File: config.mk
export PLATFORM = sky130hd
export DESIGN_NAME = block_nibble_sample_decoder_flat
export DESIGN_NICKNAME = d
export VERILOG_FILES = /design/src/rtl/bnsd_pkg.sv /design/src/rtl/bnsd_if.sv /design/src/rtl/bnsd_ram.sv /design/src/rtl/bnsd_emit.sv /design/src/rtl/block_nibble_sample_decoder.sv /design/src/flat_wrapper.sv
export SDC_FILE = /design/constraint.sdc
export NUM_CORES = 1
export LEC_CHECK = 0
export BUFFER_PORTS_ARGS = -buffer_cell sky130_fd_sc_hd__buf_4
export CORE_UTILIZATION = 60
export DETAILED_ROUTE_END_ITERATION = 8
export PLACE_DENSITY_LB_ADDON = 0.3
export SETUP_SLACK_MARGIN = 0.1
export SLEW_MARGIN = 20
export SYNTH_ARGS = -nofsm -noshare
export SYNTH_HDL_FRONTEND = slang
export SYNTH_HIERARCHICAL = 1
export SYNTH_SLANG_ARGS = --single-unit
File: constraint.sdc
create_clock -name clk -period 9.5 [get_ports clk]
set_input_delay 0.95 -clock clk [delete_from_list [all_inputs] [get_ports clk]]
set_output_delay 0.95 -clock clk [all_outputs]
set_load 0.01 [all_outputs]
File: src/rtl/bnsd_pkg.sv
// package for the block nibble sample decoder
// holds block geometry constants and the sample scaling and float helpers
package bnsd_pkg;

  localparam int unsigned BlockBytes  = 9;
  localparam int unsigned DataBytes   = 8;
  localparam int unsigned BufAddrW    = 3;
  localparam int unsigned SampleW     = 11;
  localparam int unsigned FloatW      = 32;
  localparam int unsigned PosW        = 4;
  localparam int unsigned NibIdxW     = 4;

  // sign-magnitude nibble times 2^(sign-magnitude range), truncated toward zero
  function automatic logic signed [SampleW-1:0] scale_nibble(input logic [3:0] nib,
                                                            input logic [3:0] rng);
    logic [SampleW-1:0] mag;
    logic [SampleW-1:0] val;
    mag = {{(SampleW-3){1'b0}}, nib[2:0]};
    if (rng[3]) val = mag >> rng[2:0];
    else        val = mag << rng[2:0];
    if (nib[3]) scale_nibble = -$signed(val);
    else        scale_nibble = $signed(val);
  endfunction

  // exact single-precision word of v / 32768
  function automatic logic [FloatW-1:0] to_float_word(input logic signed [SampleW-1:0] v);
    logic [SampleW-1:0] m;
    logic [3:0]         p;
    logic [22:0]        mant;
    logic [7:0]         expo;
    m = v[SampleW-1] ? SampleW'(-v) : SampleW'(v);
    p = '0;
    for (int i = 0; i < SampleW; i++) begin
      if (m[i]) p = 4'(i);
    end
    expo = 8'(p) + 8'd112;
    mant = 23'({m, 12'b0} << (4'd11 - p));
    if (m == '0) to_float_word = '0;
    else         to_float_word = {v[SampleW-1], expo, mant};
  endfunction

endpackage

File: src/rtl/bnsd_if.sv
// valid/ready channel interfaces for the block nibble sample decoder
// depends on bnsd_pkg for field widths
interface bnsd_in_if;
  logic       valid;
  logic       ready;
  logic [7:0] in_byte;
  modport source (output valid, output in_byte, input ready);
  modport sink   (input valid, input in_byte, output ready);
endinterface

interface bnsd_out_if;
  logic                              valid;
  logic                              ready;
  logic [bnsd_pkg::FloatW-1:0]       float_bits;
  logic signed [bnsd_pkg::SampleW-1:0] sample_value;
  logic                              last_in_block;
  modport source (output valid, output float_bits, output sample_value,
                  output last_in_block, input ready);
  modport sink   (input valid, input float_bits, input sample_value,
                  input last_in_block, output ready);
endinterface

File: src/rtl/bnsd_ram.sv
// generic single-port-write, single-read ram with registered read data
// no dependencies
module bnsd_ram #(
  parameter int unsigned Width = 8,
  parameter int unsigned Depth = 8
) (
  input  logic                     clk,
  input  logic                     we,
  input  logic [$clog2(Depth)-1:0] waddr,
  input  logic [Width-1:0]         wdata,
  input  logic [$clog2(Depth)-1:0] raddr,
  output logic [Width-1:0]         rdata
);
  logic [Width-1:0] mem [Depth];

  always_ff @(posedge clk) begin
    if (we) mem[waddr] <= wdata;
    rdata <= mem[raddr];
  end
endmodule

File: src/rtl/bnsd_emit.sv
// output stage: turns a buffered data byte nibble into a sample and float word
// depends on bnsd_pkg and bnsd_out_if
module bnsd_emit (
  input  logic                       clk,
  input  logic                       rst_n,
  input  logic                       rd_valid,
  input  logic [7:0]                 rd_byte,
  input  logic                       rd_lower,
  input  logic                       rd_last,
  input  logic [3:0]                 range,
  output logic                       busy,
  bnsd_out_if.source                 out_ch
);
  import bnsd_pkg::*;

  logic                      valid_r;
  logic signed [SampleW-1:0] sample_r;
  logic [FloatW-1:0]         float_r;
  logic                      last_r;
  logic signed [SampleW-1:0] s;

  assign s    = scale_nibble(rd_lower ? rd_byte[3:0] : rd_byte[7:4], range);
  assign busy = valid_r && !out_ch.ready;

  always_ff @(posedge clk) begin
    if (!rst_n) begin
      valid_r <= 1'b0;
    end else if (rd_valid) begin
      valid_r <= 1'b1;
    end else if (out_ch.ready) begin
      valid_r <= 1'b0;
    end
    if (rd_valid) begin
      sample_r <= s;
      float_r  <= to_float_word(s);
      last_r   <= rd_last;
    end
  end

  assign out_ch.valid         = valid_r;
  assign out_ch.sample_value  = sample_r;
  assign out_ch.float_bits    = float_r;
  assign out_ch.last_in_block = last_r;
endmodule

File: src/rtl/block_nibble_sample_decoder.sv
// top level of the block nibble sample decoder
// depends on bnsd_pkg, bnsd_if, bnsd_ram and bnsd_emit
//
// in channel carries one byte per item; blocks are nine bytes: a header whose
// upper nibble is a sign-magnitude range, then eight data bytes kept in a
// small ram. out channel carries one sample per item: the scaled integer, the
// single-precision word of it over 32768, and a flag on the last of sixteen.
// header and the first seven data bytes are accepted while filling. the ninth
// byte starts a sweep of sixteen ram reads; a read is issued only once the
// one before it has reached the output register, so only one read is in
// flight ahead of it. each sample passes through the ram read register and
// then the emitter's sample register. no input is taken during the sweep.
// a stalled receiver holds the sample register and freezes the sweep until
// it is taken. reset returns to waiting for a header; the data ram needs no
// clearing since each entry is written before read.
module block_nibble_sample_decoder (
  input logic        clk,
  input logic        rst_n,
  bnsd_in_if.sink    in_ch,
  bnsd_out_if.source out_ch
);
  import bnsd_pkg::*;

  typedef enum logic [0:0] {ST_FILL, ST_EMIT} state_t;

  state_t              state_r;
  logic [PosW-1:0]     pos_r;
  logic [3:0]          range_r;
  logic [NibIdxW-1:0]  idx_r;
  logic                rd_valid_r;
  logic                rd_lower_r;
  logic                rd_last_r;
  logic                busy;
  logic                acc;
  logic                issue;
  logic                we;
  logic [7:0]          rdata;

  assign in_ch.ready = (state_r == ST_FILL);
  assign acc   = in_ch.valid && in_ch.ready;
  assign we    = acc && (pos_r != '0);
  // one read in flight at most ahead of the output register
  assign issue = (state_r == ST_EMIT) && !busy && !rd_valid_r;

  always_ff @(posedge clk) begin
    if (!rst_n) begin
      state_r    <= ST_FILL;
      pos_r      <= '0;
      range_r    <= '0;
      idx_r      <= '0;
      rd_valid_r <= 1'b0;
    end else begin
      rd_valid_r <= issue;
      case (state_r)
        ST_FILL: begin
          if (acc) begin
            if (pos_r == '0) begin
              range_r <= in_ch.in_byte[7:4];
              pos_r   <= PosW'(1);
            end else if (pos_r == PosW'(BlockBytes - 1)) begin
              pos_r   <= '0;
              idx_r   <= '0;
              state_r <= ST_EMIT;
            end else begin
              pos_r <= pos_r + PosW'(1);
            end
          end
        end
        ST_EMIT: begin
          if (issue) begin
            idx_r <= idx_r + NibIdxW'(1);
            if (idx_r == '1) state_r <= ST_FILL;
          end
        end
        default: state_r <= ST_FILL;
      endcase
    end
    rd_lower_r <= idx_r[0];
    rd_last_r  <= (idx_r == '1);
  end

  bnsd_ram #(.Width(8), .Depth(DataBytes)) u_ram (
    .clk   (clk),
    .we    (we),
    .waddr (BufAddrW'(pos_r - PosW'(1))),
    .wdata (in_ch.in_byte),
    .raddr (idx_r[NibIdxW-1:1]),
    .rdata (rdata)
  );

  bnsd_emit u_emit (
    .clk      (clk),
    .rst_n    (rst_n),
    .rd_valid (rd_valid_r),
    .rd_byte  (rdata),
    .rd_lower (rd_lower_r),
    .rd_last  (rd_last_r),
    .range    (range_r),
    .busy     (busy),
    .out_ch   (out_ch)
  );
endmodule

File: src/flat_wrapper.sv
// flat-port wrapper written by rule: the top's interface ports become plain ports
module block_nibble_sample_decoder_flat import bnsd_pkg::*;
  (clk, rst_n, in_ch_valid, in_ch_in_byte, in_ch_ready, out_ch_valid, out_ch_float_bits, out_ch_sample_value, out_ch_last_in_block, out_ch_ready);
  bnsd_in_if in_ch_i ();
  bnsd_out_if out_ch_i ();
  input logic clk;
  input logic rst_n;
  input wire logic [$bits(in_ch_i.valid)-1:0] in_ch_valid;
  input wire logic [$bits(in_ch_i.in_byte)-1:0] in_ch_in_byte;
  output wire logic [$bits(in_ch_i.ready)-1:0] in_ch_ready;
  output wire logic [$bits(out_ch_i.valid)-1:0] out_ch_valid;
  output wire logic [$bits(out_ch_i.float_bits)-1:0] out_ch_float_bits;
  output wire logic [$bits(out_ch_i.sample_value)-1:0] out_ch_sample_value;
  output wire logic [$bits(out_ch_i.last_in_block)-1:0] out_ch_last_in_block;
  input wire logic [$bits(out_ch_i.ready)-1:0] out_ch_ready;
  assign in_ch_i.valid = in_ch_valid;
  assign in_ch_i.in_byte = in_ch_in_byte;
  assign in_ch_ready = in_ch_i.ready;
  assign out_ch_valid = out_ch_i.valid;
  assign out_ch_float_bits = out_ch_i.float_bits;
  assign out_ch_sample_value = out_ch_i.sample_value;
  assign out_ch_last_in_block = out_ch_i.last_in_block;
  assign out_ch_i.ready = out_ch_ready;
  block_nibble_sample_decoder u_core (.clk(clk), .rst_n(rst_n), .in_ch(in_ch_i), .out_ch(out_ch_i));
endmodule
==> out/metrics.cfg <==
[grt]
grt-ovfl-total=0
antenna_found_initial=0
grt_pass1_wl_mm=20.3
grt_use_total=0.262
grt_pass1_vias=3989
grt_max_degree=30

[timing]
min_period_ns=5.50
tns_ns=0
grt_setup_unrepaired=no
hold_violations=0
worst_pin_slew_ns=1.10
finalWorstSetupSlack_ns=4.00
slew_viol_final=0
post-route-period-util=0.579
setup_viol=0
fmax_mhz=182
slew-limit-headroom=0.266
holdWs_ns=0.408
skew_ns=0.00834

[setup_path]
crit_fanout=11
cp-start-kind=flip-flop
r2r-start=u_core/rd_lower_r$_DFF_P_
cp_slowest_stage_delay_ns=0.70
worstSetupPathType=flip-flop to flip-flop
r2r_cells=16
rr_endpoint=u_core/u_emit/out_ch.float_bits[21]$_SDFFCE_PP0P_
end_kind=flip-flop
cpMaxStageDelayCell=o41ai_4
path_common_cell=inv_1
worstPathRequired_ns=9.76
regToRegSetupSlack_ns=4.00
arrival_ns=5.75
crit_path_cell_trace=mux4_2 -> mux2_2 -> and2_1 -> inv_1 -> ha_1 -> inv_1 -> or3_1 -> o41ai_4 -> a31oi_1 -> xnor2_2 -> a222oi_1 -> o221ai_2 -> nand3_4 -> mux2_4 -> a21oi_1 -> o31ai_2

[power_and_ir_drop]
power.share.clock=0.464
seqPwrFrac=0.413
ir_drop_mv=0.175
internal-power_mw=1.04
fin_total_pwr_mw=1.39
switchingPower_mw=0.353
power_density_nw_per_um2=195
switching_share=0.254
combPwrFrac=0.123
p_leak_nw=2.55

[routing]
avgRoutedWirePerCell_um=19.4
antenna_left=0
finalWirelength_mm=12.9
vias=4135
drc=0
drt_first_pass_iters=5
drtIter0Drc=297
viasPerCell=6.22

[final_layout]
antenna_cells=0
fillers=659
nets=536
design_area_um2=7110
fin_util=0.721
layout_common_cells=edfxtp_1 (93), buf_4 (48), nor2_1 (33)
synthToLayoutAreaGrowth_pct=15.7
layout_commonest_cell=edfxtp_1
drive_gt1_frac=0.248
fin_cells=665

[clock_network]
htree_num_levels=4
cts_resized=0
cts.sinks=118
clk_pin_slew_worst_paths_ns=0.06
clockRootBuffer=clkbuf_8
cts_setup_buffers=0
clkLatencyLatePin_ns=0.52
numCtsBuffers=17
ctsHoldBuffers=0
cts_buffer_depth=2
cts_tree=built

[logic_synthesis]
ys_seq_area_frac=0.536
yosys_register_bits=118
ys_types=86
ys.flop_type=edfxtp_1
avgSynthCellArea_um2=13.1
yosysWarningCount=6
synthArstFlopShare=0
synth.cell_area_um2=6150
syn_inst=471
synth_edf_count=93

[outcome]
status=finished clean

[worst_hold_path]
min_to=u_core/u_emit/out_ch.last_in_block$_DFFE_PP_
min_path_cells=0
min_from=u_core/rd_last_r$_DFF_P_
hold_path.class=flip-flop to flip-flop

[placed_design]
placed_cells=633
port_buffers=44
post-place-ws_ns=4.12
placed_area_um2=6510
place_congestion=0.934
dp_hpwl_mm=8.45

[run]
drv_cap=0

[floorplanning]
dieHeight_um=103
ios=58
row_count=36
core-area_um2=9860
initial_utilization=0.623
dieArea_um2=10700
die_w_um=103

worst max-delay path by stage:
stage                               from                                           endpoint  slack, ns
2_1_floorplan  u_core/rd_lower_r$_DFF_P_  u_core/u_emit/out_ch.float_bits[21]$_SDFFCE_PP0P_       4.81
3_3_place_gp   u_core/rd_lower_r$_DFF_P_  u_core/u_emit/out_ch.float_bits[21]$_SDFFCE_PP0P_       4.36
3_5_place_dp   u_core/rd_lower_r$_DFF_P_  u_core/u_emit/out_ch.float_bits[21]$_SDFFCE_PP0P_       4.12
4_1_cts        u_core/rd_lower_r$_DFF_P_  u_core/u_emit/out_ch.float_bits[21]$_SDFFCE_PP0P_       4.06
5_1_grt        u_core/rd_lower_r$_DFF_P_  u_core/u_emit/out_ch.float_bits[21]$_SDFFCE_PP0P_       3.74
6_report       u_core/rd_lower_r$_DFF_P_  u_core/u_emit/out_ch.float_bits[21]$_SDFFCE_PP0P_       4.00
power groups by stage:
stage / registers [mW] / logic, mW / clock network [mW]
3_3_place_gp: 0.584 / 0.160 / 0
6_report: 0.574 / 0.171 / 0.645
4_1_cts: 0.574 / 0.167 / 0.652
3_5_place_dp: 0.585 / 0.164 / 0
5_1_grt: 0.575 / 0.186 / 0.677
2_1_floorplan: 0.581 / 0.135 / 0
Yosys cell counts (7+ instances only):
cell type	number	area, um2
a21oi_1	18	90.1
a31oi_1	7	43.8
buf_4	16	120
clkbuf_1	8	30.0
dfxtp_1	25	500
edfxtp_1	93	2790
inv_1	16	60.1
mux2_2	11	124
mux2i_1	13	130
mux4_1	15	394
nand2_1	20	75.1
nand2b_1	9	56.3
nand3_1	12	60.1
nor2_1	33	124
nor2b_1	7	43.8
nor3_1	12	60.1
o211ai_1	7	52.6
o21ai_0	13	65.1
xnor2_1	7	61.3
flip-flops by register name, indices dropped and copies added (netlist names):
name / cells
u_core/u_ram/rdata: 8
u_core/state_r: 1
u_core/pos_r: 4
u_core/u_emit/out_ch.last_in_block: 1
u_core/u_emit/out_ch.float_bits: 17
u_core/range_r: 4
u_core/idx_r: 4
u_core/rd_last_r: 1
u_core/u_emit/out_ch.sample_value: 11
u_core/u_emit/out_ch.valid: 1
u_core/rd_valid_r: 1
u_core/rd_lower_r: 1
u_core/u_ram/mem: 64
critical path: cells and delay by family, from the launching register on:
| family | cells | cell delay, ns |
|---|---|---|
| adder cells (fa/ha/maj) | 1 | 0.21 |
| AO/OA/AOI/OAI | 6 | 1.75 |
| multiplexers | 3 | 1.23 |
| XOR/XNOR | 1 | 0.22 |
| buffers and inverters | 2 | 0.22 |
| flip-flops | 1 | 0.66 |
| AND/OR/NAND/NOR | 3 | 0.95 |
final cells by class:
cell class / instances / area, um2 / area share
timing repair buffer: 48 / 360 / 0.0507
clock inverter: 15 / 191 / 0.0269
clock buffer: 17 / 414 / 0.0582
tap: 133 / 166 / 0.0234
sequential: 118 / 3290 / 0.463
multi-input combinational: 315 / 2610 / 0.367
inverter: 19 / 73.8 / 0.0104
routing by layer:
layer / part of all wire / GRT usage / vias up / routed length (um)
met4: 0.017 / 0.106 / 0 / 224
li1: - / - / 1905 / -
met5: 0 / 0 / - / 0
met3: 0.062 / 0.0578 / 31 / 800
met1: 0.43 / 0.345 / 2003 / 5490
met2: 0.49 / 0.425 / 196 / 6370
cells by family after synthesis:
| logic type | after synthesis | synth area share |
|---|---|---|
| AO/OA/AOI/OAI | 96 | 0.122 |
| XOR/XNOR | 15 | 0.0262 |
| adder cells (fa/ha/maj) | 5 | 0.0102 |
| buffers and inverters | 52 | 0.0480 |
| flip-flops | 118 | 0.536 |
| multiplexers | 48 | 0.131 |
| other | 1 | 0.000610 |
| AND/OR/NAND/NOR | 136 | 0.126 |
Power figures use the tool's default switching activity.
